<file path="src/rtl/core/ght_pkg.sv">
`timescale 1ns / 1ps

package ght_pkg;

    localparam logic [1:0] CMD_ADD    = 2'd0;
    localparam logic [1:0] CMD_REMOVE = 2'd1;
    localparam logic [1:0] CMD_QUERY  = 2'd2;

    localparam logic [1:0] STATUS_OK    = 2'd0;
    localparam logic [1:0] STATUS_FULL  = 2'd1;
    localparam logic [1:0] STATUS_STALE = 2'd2;

    typedef logic [2:0] step_t;

    localparam step_t STEP_END  = 3'd0;
    localparam step_t STEP_ADD0 = 3'd1;
    localparam step_t STEP_ADD1 = 3'd2;
    localparam step_t STEP_REM0 = 3'd3;
    localparam step_t STEP_REM1 = 3'd4;
    localparam step_t STEP_REM2 = 3'd5;
    localparam step_t STEP_QRY0 = 3'd6;
    localparam step_t STEP_QRY1 = 3'd7;

    typedef enum logic [1:0] {
        OP_NONE,
        OP_TAKE,
        OP_ADD,
        OP_REM
    } op_t;

    typedef enum logic {
        SA_HANDLE,
        SA_FREE
    } rd_sel_t;

    typedef enum logic [2:0] {
        RS_KEEP,
        RS_FULL_CHK,
        RS_ADD,
        RS_BAD_CHK,
        RS_REM,
        RS_QRY
    } res_sel_t;

    typedef enum logic [1:0] {
        JC_NEXT,
        JC_ALWAYS,
        JC_FULL,
        JC_BAD
    } jump_cond_t;

    typedef struct packed {
        op_t        op;
        rd_sel_t    rd_sel;
        res_sel_t   res_sel;
        jump_cond_t jump;
        step_t      target;
        logic       done;
    } ctrl_t;

    typedef struct packed {
        logic full;
        logic bad;
        logic clearing;
    } dp_flags_t;

    typedef enum logic {
        SEQ_IDLE,
        SEQ_RUN
    } seq_state_t;

    localparam ctrl_t CTRL_NOP = '{
        op:      OP_NONE,
        rd_sel:  SA_HANDLE,
        res_sel: RS_KEEP,
        jump:    JC_NEXT,
        target:  STEP_END,
        done:    1'b0
    };

    // The control store: one word for each step of the program.
    function automatic ctrl_t ght_rom(input step_t step);
        ctrl_t w;
        w = CTRL_NOP;
        unique case (step)
            STEP_END:
            begin
                w.done = 1'b1;
            end
            STEP_ADD0:
            begin
                w.rd_sel  = SA_FREE;
                w.res_sel = RS_FULL_CHK;
                w.jump    = JC_FULL;
                w.target  = STEP_END;
            end
            STEP_ADD1:
            begin
                w.op      = OP_ADD;
                w.res_sel = RS_ADD;
                w.jump    = JC_ALWAYS;
                w.target  = STEP_END;
            end
            STEP_REM0:
            begin
                w.rd_sel = SA_HANDLE;
            end
            STEP_REM1:
            begin
                w.op      = OP_TAKE;
                w.res_sel = RS_BAD_CHK;
                w.jump    = JC_BAD;
                w.target  = STEP_END;
            end
            STEP_REM2:
            begin
                w.op      = OP_REM;
                w.res_sel = RS_REM;
                w.jump    = JC_ALWAYS;
                w.target  = STEP_END;
            end
            STEP_QRY0:
            begin
                w.rd_sel = SA_HANDLE;
            end
            STEP_QRY1:
            begin
                w.res_sel = RS_QRY;
                w.jump    = JC_ALWAYS;
                w.target  = STEP_END;
            end
            default:
            begin
                w = CTRL_NOP;
            end
        endcase
        return w;
    endfunction

    // First step of the routine for each command.
    function automatic step_t ght_entry(input logic [1:0] command);
        step_t s;
        s = STEP_END;
        unique case (command)
            CMD_ADD:    s = STEP_ADD0;
            CMD_REMOVE: s = STEP_REM0;
            CMD_QUERY:  s = STEP_QRY0;
            default:    s = STEP_END;
        endcase
        return s;
    endfunction

endpackage

</file>
<file path="src/rtl/core/ght_seq.sv">
`timescale 1ns / 1ps

module ght_seq
(
    input  logic              clk,
    input  logic              rst_n,
    input  logic              accept,
    input  logic [1:0]        command,
    input  ght_pkg::dp_flags_t flags,
    input  logic              out_free,
    output ght_pkg::ctrl_t    ctrl,
    output logic              busy,
    output logic              done_fire
);

    ght_pkg::seq_state_t state_reg;
    ght_pkg::seq_state_t state_next;
    ght_pkg::step_t      step_reg;
    ght_pkg::step_t      step_next;
    ght_pkg::ctrl_t      word;
    logic                take_jump;

    assign word = ght_pkg::ght_rom(step_reg);

    always_comb
    begin
        case (word.jump)
            ght_pkg::JC_ALWAYS: take_jump = 1'b1;
            ght_pkg::JC_FULL:   take_jump = flags.full;
            ght_pkg::JC_BAD:    take_jump = flags.bad;
            default:            take_jump = 1'b0;
        endcase
    end

    always_comb
    begin
        state_next = state_reg;
        step_next  = step_reg;
        unique case (state_reg)
            ght_pkg::SEQ_IDLE:
            begin
                if (accept)
                begin
                    state_next = ght_pkg::SEQ_RUN;
                    step_next  = ght_pkg::ght_entry(command);
                end
            end
            ght_pkg::SEQ_RUN:
            begin
                if (word.done)
                begin
                    if (out_free)
                    begin
                        state_next = ght_pkg::SEQ_IDLE;
                    end
                end
                else if (take_jump)
                begin
                    step_next = word.target;
                end
                else
                begin
                    step_next = step_reg + 3'd1;
                end
            end
            default:
            begin
                state_next = ght_pkg::SEQ_IDLE;
            end
        endcase
    end

    always_comb
    begin
        ctrl      = ght_pkg::CTRL_NOP;
        done_fire = 1'b0;
        unique case (state_reg)
            ght_pkg::SEQ_RUN:
            begin
                ctrl      = word;
                done_fire = word.done & out_free;
            end
            default:
            begin
                ctrl = ght_pkg::CTRL_NOP;
            end
        endcase
        busy = (state_reg != ght_pkg::SEQ_IDLE) | flags.clearing;
    end

    always_ff @(posedge clk or negedge rst_n)
    begin
        if (!rst_n)
        begin
            state_reg <= ght_pkg::SEQ_IDLE;
            step_reg  <= ght_pkg::STEP_END;
        end
        else
        begin
            state_reg <= state_next;
            step_reg  <= step_next;
        end
    end

endmodule

</file>
<file path="config.mk">
export PLATFORM = sky130hd
export DESIGN_NAME = ght_seq
export DESIGN_NICKNAME = d
export VERILOG_FILES = /design/src/rtl/core/ght_pkg.sv /design/src/rtl/core/ght_seq.sv
export SDC_FILE = /design/constraint.sdc
export NUM_CORES = 1
export LEC_CHECK = 0
export ABC_AREA = 0
export BUFFER_PORTS_ARGS = -buffer_cell sky130_fd_sc_hd__buf_2
export CAP_MARGIN = 20
export CORE_AREA = 2 2 40 42
export DETAILED_ROUTE_END_ITERATION = 12
export DIE_AREA = 0 0 42 44
export PLACE_DENSITY_LB_ADDON = 0.3
export SKIP_CTS_REPAIR_TIMING = 1
export SLEW_MARGIN = 20
export SYNTH_ARGS = -nofsm -noshare
export SYNTH_HDL_FRONTEND = slang
export SYNTH_SLANG_ARGS = --single-unit
</file>
<file path="constraint.sdc">
create_clock -name clk -period 1.9 [get_ports clk]
set_input_delay 0.38 -clock clk [delete_from_list [all_inputs] [get_ports clk]]
set_output_delay 0.38 -clock clk [all_outputs]
set_load 0.05 [all_outputs]
</file>
==> summary.md <==
| Metric | Value |
|---|---|
| Max reg flops | `3` |
| Maximum operating frequency | `520 MHz` |
| FF+latch count, synth | `4` |
| Port Buffers | `19` |
| Fillers | `131` |
| Final max-slew violation count | `0` |
| Area Overhead vs Synth | `58.5%` |
| Root buffer cell | `clkbuf_4` |
| Avg Inst Size Synth | `7.96 µm²` |
| Top delay family on crit path | `flip-flops` |
| IO Pins | `23` |
| Clock Latency Late Sink | `230 ps` |
| Netlist Area Pre-Place | `549 µm²` |
| Reg2Reg Setup Slack | `10 ps` |
| Chip Width | `42 µm` |
| Hold EP | `state_reg` |
| Max incr delay on CP | `410 ps` |
| CTS buffer count | `3` |
| Minimum clock period | `1920 ps` |
| Worst path arrival time | `1540 ps` |
| Final #Nets | `120` |
| CTS H-tree depth | `1` |
| Via Count | `586` |
| Initial Util | `38.7%` |
| Max clock buf depth | `2` |
| Drt wl/cell | `11.7 µm` |
| First-pass DRT Iterations | `4` |
| Register area | `101 µm²` |
| Register area share after synthesis | `18.2%` |
| Core area | `0.00142 mm²` |
| Sink Count | `4` |
| Total Wirelength | `1.36 mm` |
| Worst reg2reg startpoint | `step_reg[1]` |
| Antenna Cells | `0` |
| Cells on worst reg2reg path | `6` |
| Residual DRC | `0` |
| Hold Path Depth | `3` |
| Crit path cell chain | `ha_2, ha_2, buf_6, a21oi_4, a31oi_2, buf_6` |
| Cells after Synth | `69` |
| Worst-path clk slew | `40 ps` |
| Reg2reg end | `step_reg[0]` |
| Max-cap viol count | `0` |
| Area of the multi-input gates | `460 µm²` |
| Grt ovf | `0` |
| Number of buffer and inverter stages on the critical path | `2` |
| Fin Hold WS | `415 ps` |
| Worst Hold Class | `in -> reg` |
| Die area | `0.00185 mm²` |
| Share of cells above drive strength 1 | `55.0%` |
| RePlAce Congestion | `0.832` |
| Critical path required time | `1520 ps` |
| Vias in the first global route | `504` |
| RSZ-0062 raised after global routing | `yes` |
| Crit path max-delay cell type | `dfrtp_1` |
| # rows | `14` |
| Die H | `44 µm` |
| Final setup margin | `-22.5 ps` |
| Worst hold start | `accept` |
| Setup crit end kind | `output port` |
| All-Layer GR Usage | `13.6%` |
| Final Skew | `4.22 ps` |
| Yosys warning count | `0` |
| CP Class | `reg -> out` |
| Period utilisation layout | `101%` |
| Final setup vio count | `1` |
| Detailed Place HPWL | `983 µm` |
| Crit start category | `flop` |
| Status | `finished, violations left` |
| CTS tree | `built` |
| Fin. Hold Viols | `0` |
| Failing checks | `negative setup slack` |
| First-pass GRT wire length | `1.99 mm` |
| Largest net degree at the start of global routing | `15` |
| Post-DRT Antenna Nets | `0` |
| Antenna violations before repair | `0` |
| Worst-path fanout max | `5` |
| Netlist cell types | `29` |
| Iter 0 DRT Violations | `5` |
| Vias/cell | `5.05` |
-- layer usage --
layer	global-route usage (%)	vias to the layer above	part of all wire, %
li1	-	295	-
met1	18.3	271	42
met2	22.2	18	53
met3	0.833	2	3.7
met4	7.10	0	1.4
met5	0	-	0
-- area by class of cell --
cell class / instances / share of cell area (%)
multi-input combinational: 54 / 52.9
clock buffer: 3 / 2.59
sequential: 4 / 11.6
timing repair buffer: 31 / 26.7
tap: 16 / 2.30
inverter: 8 / 3.88
-- through the flow --
| stage | setup TNS [ps] | instances | cell area, µm² | setup slack (ps) | utilization, % |
|---|---|---|---|---|---|
| CTS | -856 | 110 | 718 | -222 | 50.6 |
| finish | -22.5 | 116 | 871 | -22.5 | 61.4 |
| global route | -516 | 116 | 871 | -95.7 | 61.4 |
| floorplan | -52.0 | 71 | 581 | -52.0 | - |
| global placement | 0 | 107 | 696 | 52.6 | 49.0 |
| detailed placement | 0 | 107 | 696 | 8.79 | 49.0 |
-- logic make-up (layout without fill, tap and decap cells) --
| kind of cell | Yosys count | after routing | share of synthesized area, % |
|---|---|---|---|
| other cells | 1 | 3 | 0.683 |
| mux | 2 | 2 | 3.87 |
| buf+inv | 13 | 42 | 13.7 |
| flops | 4 | 4 | 18.2 |
| fa+ha+maj | 9 | 9 | 20.5 |
| compound gates | 16 | 16 | 20.7 |
| simple gates | 24 | 24 | 22.3 |
-- Yosys cell counts, drive strengths merged --
library cell | number | area [µm²]
a21oi | 5 | 25.0
a31oi | 1 | 6.26
and2 | 2 | 12.5
and3b | 1 | 8.76
buf | 5 | 45.0
clkinv | 1 | 3.75
conb | 1 | 3.75
dfrtp | 4 | 100
ha | 9 | 113
inv | 7 | 26.3
mux2 | 1 | 11.3
mux2i | 1 | 10.0
nand2 | 5 | 18.8
nand2b | 1 | 6.26
nand3b | 1 | 7.51
nor2 | 8 | 30.0
nor2b | 1 | 6.26
nor3 | 2 | 10.0
o211ai | 3 | 27.5
o21ai | 3 | 15.0
o221ai | 1 | 8.76
o22ai | 1 | 6.26
o311ai | 1 | 8.76
o41ai | 1 | 16.3
or2 | 1 | 6.26
or3 | 1 | 6.26
or4b | 1 | 10.0
-- worst register-to-register path, delay by kind of cell, from the launching register on --
family | cells | cell delay, ps
simple gates | 1 | 520
compound gates | 3 | 480
flops | 1 | 420
fa+ha+maj | 2 | 360
-- layout by cell type (no fill, tap or decap), drive strengths merged, types with 2 or more instances in the layout --
| master | netlist | layout |
|---|---|---|
| buf | 5 | 29 |
| ha | 9 | 9 |
| nor2 | 8 | 8 |
| inv | 7 | 7 |
| nand2 | 5 | 5 |
| a21oi | 5 | 5 |
| clkbuf | 0 | 4 |
| dfrtp | 4 | 4 |
| conb | 1 | 3 |
| o21ai | 3 | 3 |
| o211ai | 3 | 3 |
| nor3 | 2 | 2 |
| and2 | 2 | 2 |
-- worst max-delay path by stage --
stage                      startpoint           to  depth (start not counted)
after global placement    step_reg[0]  step_reg[2]                          7
after global routing      step_reg[1]      ctrl[4]                          6
final                     step_reg[1]      ctrl[4]                          6
after CTS                 step_reg[1]      ctrl[4]                          6
after floorplan           step_reg[0]      ctrl[7]                          4
after detailed placement  step_reg[1]  step_reg[0]                          6
Power is not shown: default switching activity piles up to over one toggle a cycle in this logic, so the estimate is an artifact.
